## config.mk

```make
export PLATFORM = sky130hd
export DESIGN_NAME = dot_div
export DESIGN_NICKNAME = d
export VERILOG_FILES = /design/src/sv/dot_pkg.sv /design/src/sv/dot_div.sv
export SDC_FILE = /design/constraint.sdc
export NUM_CORES = 1
export LEC_CHECK = 0
export BUFFER_PORTS_ARGS = -buffer_cell sky130_fd_sc_hd__clkbuf_2
export CAP_MARGIN = 20
export CORE_MARGIN = 2
export CORE_UTILIZATION = 58
export CTS_CLUSTER_DIAMETER = 50
export DETAILED_ROUTE_END_ITERATION = 7
export GPL_TIMING_DRIVEN = 0
export PLACE_DENSITY = 0.85
export SLEW_MARGIN = 0
export SYNTH_ARGS = -nofsm -noshare
export SYNTH_HDL_FRONTEND = slang
export SYNTH_SLANG_ARGS = --single-unit
```

## constraint.sdc

```tcl
create_clock -name clk -period 4.3 [get_ports clk]
set_input_delay 0.645 -clock clk [delete_from_list [all_inputs] [get_ports clk]]
set_output_delay 0.645 -clock clk [all_outputs]
set_load 0.01 [all_outputs]
```

## src/sv/dot_pkg.sv

```systemverilog
// Shared types, sizes and codes for the depth ordering table.
package dot_pkg;

    localparam int SLOTS   = 1024;
    localparam int ENTRIES = 1024;

    localparam int SLOT_W   = $clog2(SLOTS);
    localparam int CURSOR_W = $clog2(SLOTS + 1);
    localparam int COUNT_W  = $clog2(ENTRIES + 1);
    localparam int ROW_W    = 16;
    localparam int ROWS_W   = 12;
    localparam int FIELD_W  = 10;
    // A positive row has at most ROW_W-1 magnitude bits, scaled by SLOTS-1.
    localparam int DIVIDEND_W = ROW_W - 1 + SLOT_W;
    localparam int DIV_CNT_W  = $clog2(DIVIDEND_W + 1);

    typedef enum logic [1:0] {
        MODE_CLEAR  = 2'd0,
        MODE_INSERT = 2'd1,
        MODE_FETCH  = 2'd2,
        MODE_NONE   = 2'd3
    } dot_mode_t;

    typedef enum logic [1:0] {
        ST_OK     = 2'd0,
        ST_FULL   = 2'd1,
        ST_NOSLOT = 2'd2,
        ST_END    = 2'd3
    } dot_status_t;

    typedef struct packed {
        dot_mode_t                 mode;
        logic signed [ROW_W-1:0]   row;
    } dot_in_t;

    typedef struct packed {
        dot_status_t               status;
        logic [FIELD_W-1:0]        entry_number;
        logic [FIELD_W-1:0]        slot;
    } dot_out_t;

endpackage

```

## src/sv/dot_div.sv

```systemverilog
// Restoring divider, one quotient bit per cycle, used for the row to slot mapping.
module dot_div
    import dot_pkg::*;
(
    input  logic                  clk,
    input  logic                  rst_n,
    input  logic                  start,
    input  logic [DIVIDEND_W-1:0] dividend,
    input  logic [ROWS_W-1:0]     divisor,
    output logic                  done,
    output logic [DIVIDEND_W-1:0] quotient
);

    logic [DIVIDEND_W-1:0] quo_reg, quo_next;
    logic [ROWS_W-1:0]     rem_reg, rem_next;
    logic [ROWS_W-1:0]     dvs_reg, dvs_next;
    logic [DIV_CNT_W-1:0]  cnt_reg, cnt_next;
    logic                  done_reg, done_next;
    logic [ROWS_W:0]       trial;
    logic [ROWS_W:0]       diff;

    assign trial = {rem_reg, quo_reg[DIVIDEND_W-1]};
    assign diff  = trial - {1'b0, dvs_reg};

    always_comb
    begin
        quo_next  = quo_reg;
        rem_next  = rem_reg;
        dvs_next  = dvs_reg;
        cnt_next  = cnt_reg;
        done_next = 1'b0;
        if (start)
        begin
            quo_next = dividend;
            rem_next = '0;
            dvs_next = divisor;
            cnt_next = DIV_CNT_W'(DIVIDEND_W);
        end
        else if (cnt_reg != '0)
        begin
            // Trial subtract; the remainder always stays below the divisor.
            if (!diff[ROWS_W])
            begin
                rem_next = diff[ROWS_W-1:0];
                quo_next = {quo_reg[DIVIDEND_W-2:0], 1'b1};
            end
            else
            begin
                rem_next = trial[ROWS_W-1:0];
                quo_next = {quo_reg[DIVIDEND_W-2:0], 1'b0};
            end
            cnt_next = cnt_reg - 1'b1;
            if (cnt_reg == DIV_CNT_W'(1))
                done_next = 1'b1;
        end
    end

    always_ff @(posedge clk or negedge rst_n)
    begin
        if (!rst_n)
        begin
            cnt_reg  <= '0;
            done_reg <= 1'b0;
        end
        else
        begin
            cnt_reg  <= cnt_next;
            done_reg <= done_next;
        end
    end

    always_ff @(posedge clk)
    begin
        quo_reg <= quo_next;
        rem_reg <= rem_next;
        dvs_reg <= dvs_next;
    end

    assign done     = done_reg;
    assign quotient = quo_reg;

endmodule

```

==> metrics.md, run 1 <==
| Metric | Value |
|---|---|
| Outcome | `complete, no violations` |
| Worst-path fanout max | `10` |
| Worst setup EP type | `flip-flop` |
| Final ANT Viol Nets | `0` |
| Nets | `377` |
| Post-Syn Area per Cell | `11.81 um^2` |
| Post-CTS setup buffers | `0` |
| Post-synth top flop | `edfxtp_1` |
| Critical R2R Capture | `quotient[0]` |
| Number of cell rows | `25` |
| Share of layout cells above drive strength 1 | `0.3323` |
| Clock-pin slew on the worst setup and hold paths | `0.10 ns` |
| Max-cap violation count | `0` |
| Mapped cell area | `2940 um^2` |
| Die Y | `75.20 um` |
| Synth Warn # | `0` |
| Die area | `5655 um^2` |
| Reg-to-reg startpoint | `quotient[24]` |
| Placed Cells | `381` |
| Total Wirelength | `6.006 mm` |
| Initial DRC Count | `142` |
| RSZ-0062 raised after global routing | `no` |
| H-tree Lvls | `2` |
| Finished layout cell area | `3486 um^2` |
| Peak supply drop | `0.2374 mV` |
| Lkg Pwr | `1.546 nW` |
| Tcrit/Tclk final | `0.6814` |
| Fin cells | `389` |
| Vias | `2221` |
| Core ar. | `4817 um^2` |
| First-pass GRT wire length | `10.01 mm` |
| Fmax | `341.3 MHz` |
| Gr usage total | `0.2360` |
| Post-Syn Nets | `305` |
| Drt first pass iters | `4` |
| Crit start category | `flip-flop` |
| Max reg flops | `25` |
| CTS Buf Count | `5` |
| Hold-fix buffers, CTS | `0` |
| Crit path kind | `reg2reg` |
| Worst hold path class | `in2async` |
| M1 WL | `2.544 mm` |
| Fillers | `351` |
| Clk Latency, worst-skew pair | `0.31 ns` |
| Inserted Diodes | `0` |
| Residual DRC count | `0` |
| Routed wl met2 | `3.095 mm` |
| Met3 Wirelength | `253 um` |
| CTS root buf | `clkbuf_8` |
| Max Clock Skew | `0.01335 ns` |
| R2r setup slk | `1.37 ns` |
| CTS Buffer Depth | `2` |
| Required time worst endpoint | `4.38 ns` |
| Slew Limit Fails | `0` |
| CTS resizes | `0` |
| Largest net degree at the start of global routing | `26` |
| Placement Cell Area | `3349 um^2` |
| Global route overflow | `0` |
| Post-synth EDFFs | `37` |
| Hold Vio Cnt, Final | `0` |
| Die width | `75.20 um` |
| IO Count | `66` |
| Sequential area share after synthesis | `0.5106` |
| IO buf count | `65` |
| Reg2reg path depth | `10` |
| Vias in the first global route | `2308` |
| Synth Register Bits | `55` |
| Slew headroom | `0.3130` |
| Critical Path AT | `3.01 ns` |
| Mapped Cells | `249` |
| Routability cong. | `0.8485` |
| Syn-to-layout area delta | `18.55%` |
| Routed WL per cell | `15.44 um` |
| Initial Util | `0.6104` |
| Fin util | `0.7236` |
| # setup viols final | `0` |
| CTS tree | `built` |
| Library cells used by synthesis | `45` |
| Max Used Layer | `met4` |
| Final Critical Period | `2.930 ns` |
| Slew @ Worst Pin | `1.028 ns` |
| Pwr dens | `355.3 nW/um^2` |
| Dpl hpwl | `4.388 mm` |
| Final TNS setup | `0 ns` |
| Vias/cell | `5.710` |
| Antenna violations before repair | `0` |
| Overall Power | `1.239 mW` |
| Async SR Flop Fraction | `0.1091` |
| Clock sinks | `55` |
[cell families after synthesis]
| family | after synthesis | share of synthesized area |
|---|---|---|
| AO/OA/AOI/OAI | 50 | 0.1238 |
| adder cells (fa/ha/maj) | 16 | 0.07064 |
| flip-flops | 55 | 0.5106 |
| buffers and inverters | 28 | 0.03872 |
| AND/OR/NAND/NOR | 56 | 0.09916 |
| multiplexers | 35 | 0.1302 |
| XOR/XNOR | 9 | 0.02681 |
[layout make-up]
cell class	count	area (um^2)	share of cell area
Buffer	11	50.05	0.01436
Clock buffer	5	68.82	0.01974
Clock inverter	3	67.56	0.01938
Inverter	17	63.81	0.01831
Multi-Input combinational cell	166	1325	0.3801
Sequential cell	55	1501	0.4307
Tap cell	67	83.83	0.02405
Timing Repair Buffer	65	325.3	0.09332
[critical path, cell delays in order (launching register included)]
cell,delay [ns]
edfxtp_1,0.42
inv_1,0.08
ha_1,0.17
inv_1,0.06
fa_1,0.39
a21o_1,0.20
a221o_1,0.37
a2111oi_2,0.42
nor3_4,0.15
buf_6,0.18
mux2_2,0.26
[metrics by stage]
stage          worst slack [ns]  hold slack [ns]
5_1_grt                   1.174           0.1325
2_1_floorplan             1.503           0.3494
3_5_place_dp              1.362           0.4791
4_1_cts                   1.360           0.1371
6_report                  1.370           0.1391
3_3_place_gp              1.396           0.4759
[synth_stat cells, types with 2 or more instances]
| cell | number | area (um^2) |
|---|---|---|
| a211oi_1 | 11 | 82.58 |
| inv_1 | 17 | 63.81 |
| xor2_1 | 3 | 26.28 |
| edfxtp_1 | 37 | 1111 |
| or3_1 | 2 | 12.51 |
| a21oi_1 | 10 | 50.05 |
| clkbuf_1 | 8 | 30.03 |
| dfrtp_1 | 6 | 150.1 |
| mux2_2 | 26 | 292.8 |
| a221o_1 | 3 | 30.03 |
| o211ai_1 | 2 | 15.01 |
| a311oi_1 | 3 | 26.28 |
| a21o_1 | 6 | 45.04 |
| o31ai_1 | 2 | 15.01 |
| nand3_1 | 4 | 20.02 |
| nand2_1 | 10 | 37.54 |
| dfxtp_1 | 12 | 240.2 |
| nor4_1 | 2 | 12.51 |
| nor2_1 | 16 | 60.06 |
| ha_1 | 15 | 187.7 |
| nand2b_1 | 4 | 25.02 |
| and3_1 | 6 | 37.54 |
| mux2i_1 | 9 | 90.09 |
| nor3_1 | 5 | 25.02 |
| o21ai_0 | 4 | 20.02 |
| a31o_2 | 2 | 17.52 |
| xnor2_1 | 6 | 52.55 |
[worst max path at each step]
stage                             end  cells after the start         start  slack [ns]
after detailed placement  quotient[0]                     10  quotient[24]        1.36
after global placement    quotient[0]                     10  quotient[24]        1.40
final                     quotient[0]                     10  quotient[24]        1.37
after CTS                 quotient[0]                     10  quotient[24]        1.36
after floorplan           quotient[0]                     10  quotient[24]        1.50
after global routing       rem_reg[9]                     11  quotient[24]        1.17
[power by group]
part           leakage, nW  total, mW  switching (mW)  internal [mW]
logic                0.930      0.204           0.105         0.0986
registers            0.552      0.635          0.0241          0.611
clock network       0.0644      0.400           0.168          0.232
[cell usage in the layout, fill, tap and decap left out, types with 3 or more instances in the layout]
master / netlist / routed
mux2_2: 26 / 26
and3_1: 6 / 6
nor3_1: 5 / 5
mux2i_1: 9 / 9
a221o_1: 3 / 3
a21o_1: 6 / 6
nand3_1: 4 / 4
dfrtp_1: 6 / 6
edfxtp_1: 37 / 37
ha_1: 15 / 15
nor2_1: 16 / 16
a311oi_1: 3 / 3
dfxtp_1: 12 / 12
o21ai_0: 4 / 4
clkbuf_8: 0 / 5
nand2b_1: 4 / 4
xor2_1: 3 / 3
a211oi_1: 11 / 11
nand2_1: 10 / 10
a21oi_1: 10 / 10
clkbuf_2: 0 / 65
inv_1: 17 / 17
clkbuf_1: 8 / 8
xnor2_1: 6 / 6
[layer usage]
layer	GRT usage	vias up
met5	0	-
met4	0.09552	0
met3	0.05087	13
met2	0.4123	54
met1	0.2840	1078
li1	-	1076
Power figures use the tool's default switching activity.
==> run 2, diff against run 1 <==
- CORE_UTILIZATION: 58 -> 54
- PLACE_DENSITY: 0.85 -> 0.8
- clock period: 4.3 -> 3.01 ns (I/O delays scaled with it)
==> metrics.md, run 2 (synthesis gave the netlist of run 1 again) <==
| Metric | Value |
|---|---|
| Sw Pwr | `0.4495 mW (+51%)` |
| Initial Util | `0.5685 (-0.04193)` |
| Combinational power share | `0.177 (+0.013)` |
| Worst-path fanout max | `7 (-3)` |
| Slew @ Worst Pin | `1.039 ns (+0.01091 ns)` |
| Slew headroom | `0.3057 (-0.007289)` |
| Total Wirelength | `5.975 mm (-0.52%)` |
| IO buf count | `65 (unchanged)` |
| Residual DRC count | `0 (unchanged)` |
| Initial DRC Count | `129 (-9.2%)` |
| Dpl hpwl | `4.180 mm (-4.7%)` |
| Final ANT Viol Nets | `0 (unchanged)` |
| Vias/cell | `5.550 (-2.8%)` |
| WP buf/inv | `3 (unchanged)` |
| Core ar. | `5172 um^2 (+7.4%)` |
| Clock sinks | `55 (unchanged)` |
| Routed WL per cell | `15.01 um (-2.8%)` |
| Vias in the first global route | `2156 (-6.6%)` |
| Flop pwr share | `0.536 (+0.023)` |
| Gr usage total | `0.2078 (-0.02818)` |
| Worst setup EP type | `flip-flop` |
| Outcome | `complete, no violations` |
| Commonest non-fill, non-tap cell in the layout | `clkbuf_2` |
| Fmax | `342.2 MHz (+0.26%)` |
| Crit start category | `flip-flop` |
| Share of layout cells above drive strength 1 | `0.3506 (+0.01831)` |
| Slew Limit Fails | `0 (unchanged)` |
| Required time worst endpoint | `3.09 ns (-1.29 ns)` |
| Clock-pin slew on the worst setup and hold paths | `0.11 ns (about the same)` |
| Nets | `383 (+1.6%)` |
| Commonest non-fill, non-tap cells in the layout | `65 x clkbuf_2, 37 x edfxtp_1, 26 x mux2_2` |
| Tcrit/Tclk final | `0.9709 (+0.2895)` |
| Worst path most repeated cell | `inv_1` |
| CP max stage delay | `0.44 ns (+0.02 ns)` |
| Critical path cell sequence | `inv_1 -> ha_2 -> inv_1 -> fa_2 -> a21o_1 -> a221o_1 -> a2111oi_4 -> nor3_4 -> buf_2 -> mux2_2` |
| CTS tree | `built` |
| Clk pwr share | `0.287 (-0.036)` |
| Syn-to-layout area delta | `20.30%` |
| Switching Share | `0.2652 (+0.02553)` |
| Max Clock Skew | `0.01704 ns (+0.003687 ns)` |
| Routability cong. | `0.8251 (-2.8%)` |
| Die area | `6051 um^2 (+7.0%)` |
| Peak supply drop | `0.3549 mV (+49%)` |
| Die width | `77.79 um (+3.4%)` |
| Crit path kind | `reg2reg` |
| Fin cells | `398 (+2.3%)` |
| Worst hold path class | `in2reg` |
| Pwr dens | `479.2 nW/um^2 (+35%)` |
| Vias | `2209 (-0.54%)` |
| Clk Latency, worst-skew pair | `0.32 ns (about the same)` |
| Final TNS setup | `0 ns (unchanged)` |
| CTS Buffer Depth | `2 (unchanged)` |
| Global route overflow | `0 (unchanged)` |
| Drt first pass iters | `4 (unchanged)` |
| CTS root buf | `clkbuf_8` |
| Number of cell rows | `26 (+4.0%)` |
| Max-cap violation count | `0 (unchanged)` |
| CTS Buf Count | `5 (unchanged)` |
| Largest net degree at the start of global routing | `26 (unchanged)` |
| Crit-path slowest cell | `edfxtp_1` |
| Internal power | `1.245 mW (+32%)` |
| Lkg Pwr | `1.578 nW (+2.0%)` |
| Antenna violations before repair | `0 (unchanged)` |
| Max reg flops | `25 (unchanged)` |
| H-tree Lvls | `2 (unchanged)` |
| Placed Cells | `384 (+0.79%)` |
| Inserted Diodes | `0 (unchanged)` |
| Die Y | `77.79 um (+3.4%)` |
| First-pass GRT wire length | `10.03 mm (+0.21%)` |
| Overall Power | `1.695 mW (+37%)` |
| IO Count | `66 (unchanged)` |
| Final Critical Period | `2.923 ns (-0.007717 ns)` |
| Crit path max-delay family | `compound AO/OA/AOI/OAI gates` |
| # setup viols final | `0 (unchanged)` |
| Hold Vio Cnt, Final | `0 (unchanged)` |
| Critical Path AT | `3.01 ns (about the same)` |
-- run 2: cell types whose count changed in the layout (fill, tap and decap cells not counted), sizes merged --
| cell | previous run | this run |
|---|---|---|
| inv | 17 | 19 |
| bufinv | 2 | 0 |
| dlygate4sd3 | 0 | 1 |
| clkinvlp | 1 | 0 |
| clkbuf | 78 | 79 |
| buf | 3 | 8 |
-- run 2: timing repair --
action / CTS / global route
buffers inserted: 0 / 4
endpoints found under the hold margin: 6 / 0
hold buffers: 1 / 0
resized for setup: 0 / 5
setup endpoints to repair: 0 / 8
-- run 2: metal layers --
metal / vias up / share of wire / GRT usage / routed length, um
met5: - / 0 / 0 / 0
met1: 1068 / 0.46 / 0.2818 / 2732
met4: 0 / 0.0082 / 0.05357 / 49
met2: 45 / 0.50 / 0.3431 / 2972
met3: 7 / 0.037 / 0.03953 / 221
li1: 1089 / - / - / -
-- run 2: cell type report --
type / instances / area, um^2
fillers: 403 / 1635
clock buffers: 6 / 93.84
repair buffers: 71 / 374.1
flip-flops and latches: 55 / 1501
multi-input cells: 166 / 1346
well taps: 70 / 87.58
inverters: 17 / 63.81
plain buffers: 11 / 50.05
clock inverters: 2 / 20.02
-- run 2: final timing paths --
kind / slack [ns] / cells after the start / endpoint / from
max: 0.09 / 10 / quotient[0] / quotient[24]
min: 0.30 / 1 / dvs_reg[10] / divisor[10]
max reg2reg: 0.09 / 10 / quotient[0] / quotient[24]
min reg2reg: 0.51 / 2 / rem_reg[2] / rem_reg[1]
max in group asynchronous: 2.38 / 2 / cnt_reg[2] / rst_n
min in group asynchronous: 0.48 / 2 / cnt_reg[4] / rst_n
-- run 2: power groups by stage --
stage	registers, mW	clock network, mW	logic [mW]
after floorplan	0.935	0	0.173
after global placement	0.922	0	0.279
after detailed placement	0.923	0	0.286
after CTS	0.908	0.494	0.290
after global routing	0.917	0.520	0.333
final	0.909	0.486	0.300
-- run 2: metrics by stage --
stage	hold WS, ns	utilization	worst slack, ns	area, um^2
3_5_place_dp	0.2917	0.6483	0.07441	3353
3_3_place_gp	0.2838	0.6483	0.1081	3353
6_report	0.3006	0.6838	0.08750	3537
4_1_cts	0.2998	0.6722	0.03197	3477
2_1_floorplan	0.1559	-	0.2132	2940
5_1_grt	0.2959	0.6838	-0.001906	3537
==> run 3, diff against run 2 <==
- RECOVER_POWER: unset -> 25
==> metrics.md, run 3 (synthesis gave the netlist of run 1 again) <==
| Metric | Value |
|---|---|
| Worst-path fanout max | `7 (unchanged)` |
| Number of cell rows | `26 (unchanged)` |
| GR Util met1 | `0.2818 (unchanged)` |
| Die width | `77.79 um (unchanged)` |
| Worst setup EP type | `flip-flop` |
| Inserted Diodes | `0 (unchanged)` |
| Hold Vio Cnt, Final | `0 (unchanged)` |
| Finished layout cell area | `3535 um^2 (about the same)` |
| Lkg Pwr | `1.572 nW (-0.38%)` |
| Worst hold path class | `in2reg` |
| Placed Cells | `384 (unchanged)` |
| R2r setup slk | `0.09 ns (about the same)` |
| GR peak layer | `met2` |
| Worst path most repeated cell | `inv_1` |
| Reg2reg path depth | `10 (unchanged)` |
| Slew Limit Fails | `0 (unchanged)` |
| Overall Power | `1.695 mW (about the same)` |
| GR Util met2 | `0.3431 (unchanged)` |
| Initial Util | `0.5685 (unchanged)` |
| CP max stage delay | `0.44 ns (about the same)` |
| Residual DRC count | `0 (unchanged)` |
| Total Wirelength | `5.974 mm (about the same)` |
| Clock sinks | `55 (unchanged)` |
| IO Count | `66 (unchanged)` |
| Crit path max-delay family | `compound AO/OA/AOI/OAI gates` |
| Global route overflow | `0 (unchanged)` |
| Fin cells | `398 (unchanged)` |
| Die area | `6051 um^2 (unchanged)` |
| Dpl hpwl | `4.180 mm (unchanged)` |
| Outcome | `complete, no violations` |
| Final TNS setup | `0 ns (unchanged)` |
| Nets | `383 (unchanged)` |
| CTS Buffer Depth | `2 (unchanged)` |
| IO buf count | `65 (unchanged)` |
| H-tree Lvls | `2 (unchanged)` |
| Slew @ Worst Pin | `1.039 ns (-0.000007123 ns)` |
| Largest net degree at the start of global routing | `26 (unchanged)` |
| Critical path cell sequence | `inv_1 -> ha_2 -> inv_1 -> fa_2 -> a21o_1 -> a221o_1 -> a2111oi_4 -> nor3_4 -> buf_2 -> mux2_2` |
| Crit start category | `flip-flop` |
| Setup ws final | `0.08750 ns (unchanged)` |
| Levels on crit path | `10 (unchanged)` |
| Core ar. | `5172 um^2 (unchanged)` |
| Die Y | `77.79 um (unchanged)` |
| Gr usage total | `0.2078 (unchanged)` |
| Clk Latency, worst-skew pair | `0.32 ns (about the same)` |
| Tcrit/Tclk final | `0.9709 (unchanged)` |
| Max Clock Skew | `0.01704 ns (unchanged)` |
| Vias in the first global route | `2156 (unchanged)` |
| Placement Cell Area | `3353 um^2 (unchanged)` |
| Vias | `2212 (+0.14%)` |
| Slew headroom | `0.3057 (about the same)` |
| Setup WS pre-CTS | `0.07441 ns (unchanged)` |
| Crit-path slowest cell | `edfxtp_1` |
| Pwr dens | `479.4 nW/um^2 (about the same)` |
| CTS root buf | `clkbuf_8` |
| Peak supply drop | `0.3549 mV (about the same)` |
| Max-cap violation count | `0 (unchanged)` |
| Critical R2R Capture | `quotient[0]` |
| Commonest non-fill, non-tap cell in the layout | `clkbuf_2` |
| Critical Path AT | `3.01 ns (about the same)` |
| Antenna violations before repair | `0 (unchanged)` |
| Max reg flops | `25 (unchanged)` |
| CTS tree | `built` |
| CTS Buf Count | `5 (unchanged)` |
| Routed WL per cell | `15.01 um (about the same)` |
| Final Critical Period | `2.923 ns (unchanged)` |
| End of the critical path | `quotient[0]` |
| Clock-pin slew on the worst setup and hold paths | `0.11 ns (about the same)` |
| Routability cong. | `0.8251 (unchanged)` |
| Syn-to-layout area delta | `20.21% (about the same)` |
| Crit path kind | `reg2reg` |
| GRT met3 Usage | `0.03953 (unchanged)` |
| Fmax | `342.2 MHz (unchanged)` |
| First-pass GRT wire length | `10.03 mm (unchanged)` |
| Crit path from | `quotient[24]` |
| Required time worst endpoint | `3.09 ns (about the same)` |
| Vias/cell | `5.558 (+0.14%)` |
| Share of layout cells above drive strength 1 | `0.3445 (-0.006098)` |
| Initial DRC Count | `129 (unchanged)` |
| Reg-to-reg startpoint | `quotient[24]` |
| # setup viols final | `0 (unchanged)` |
| Final ANT Viol Nets | `0 (unchanged)` |
| Drt first pass iters | `4 (unchanged)` |
| WP buf/inv | `3 (unchanged)` |
| Commonest non-fill, non-tap cells in the layout | `63 x clkbuf_2, 37 x edfxtp_1, 26 x mux2_2` |
## run 3: cell types whose count changed in the layout (fill, tap and decap cells not counted)
cell      delta
clkbuf_1     +2
clkbuf_2     -2
## run 3: report_power, final
part           switching (mW)  leakage (nW)  internal, mW  total [mW]
clock network           0.262        0.0589         0.224       0.486
logic                   0.151         0.961         0.148       0.299
registers              0.0358         0.552         0.873       0.909
## run 3: stage by stage
stage                     hold slack [ns]    util
after floorplan                    0.1559       -
after global routing               0.2959  0.6834
after CTS                          0.2998  0.6722
after detailed placement           0.2917  0.6483
after global placement             0.2838  0.6483
final                              0.3006  0.6834
## run 3: layout make-up
| cell class | count | area [um^2] |
|---|---|---|
| well taps | 70 | 87.58 |
| fillers | 405 | 1638 |
| clock inverters | 2 | 20.02 |
| plain buffers | 11 | 50.05 |
| clock buffers | 6 | 93.84 |
| multi-input cells | 166 | 1346 |
| inverters | 17 | 63.81 |
| repair buffers | 71 | 371.6 |
| flip-flops and latches | 55 | 1501 |
## run 3: layer usage
metal	routed length, um	up-vias
li1	-	1089
met1	2730	1071
met2	2972	45
met3	221	7
met4	49	0
met5	0	-
## run 3: worst register-to-register path: cells and delay by family (launching register included)
family,cells,cell delay [ns]
compound gates,3,0.99
simple gates,1,0.14
flops,1,0.44
mux,1,0.26
buf+inv,3,0.32
fa+ha+maj,2,0.53
## run 3: worst min-delay path by stage
stage	start	endpoint	slack [ns]	cells after the start
floorplan	rst_n	cnt_reg[0]	0.16	0
detailed placement	rst_n	cnt_reg[4]	0.29	1
finish	divisor[10]	dvs_reg[10]	0.30	1
global route	divisor[11]	dvs_reg[11]	0.30	1
global placement	rst_n	cnt_reg[3]	0.28	1
CTS	divisor[10]	dvs_reg[10]	0.30	1
## run 3: timing repair
item | 4_1_cts | 5_1_grt
buffers inserted | 0 | 4
hold buffers | 1 | 0
gates resized for setup | 0 | 5
setup endpoints to repair | 0 | 8
endpoints found under the hold margin | 6 | 0
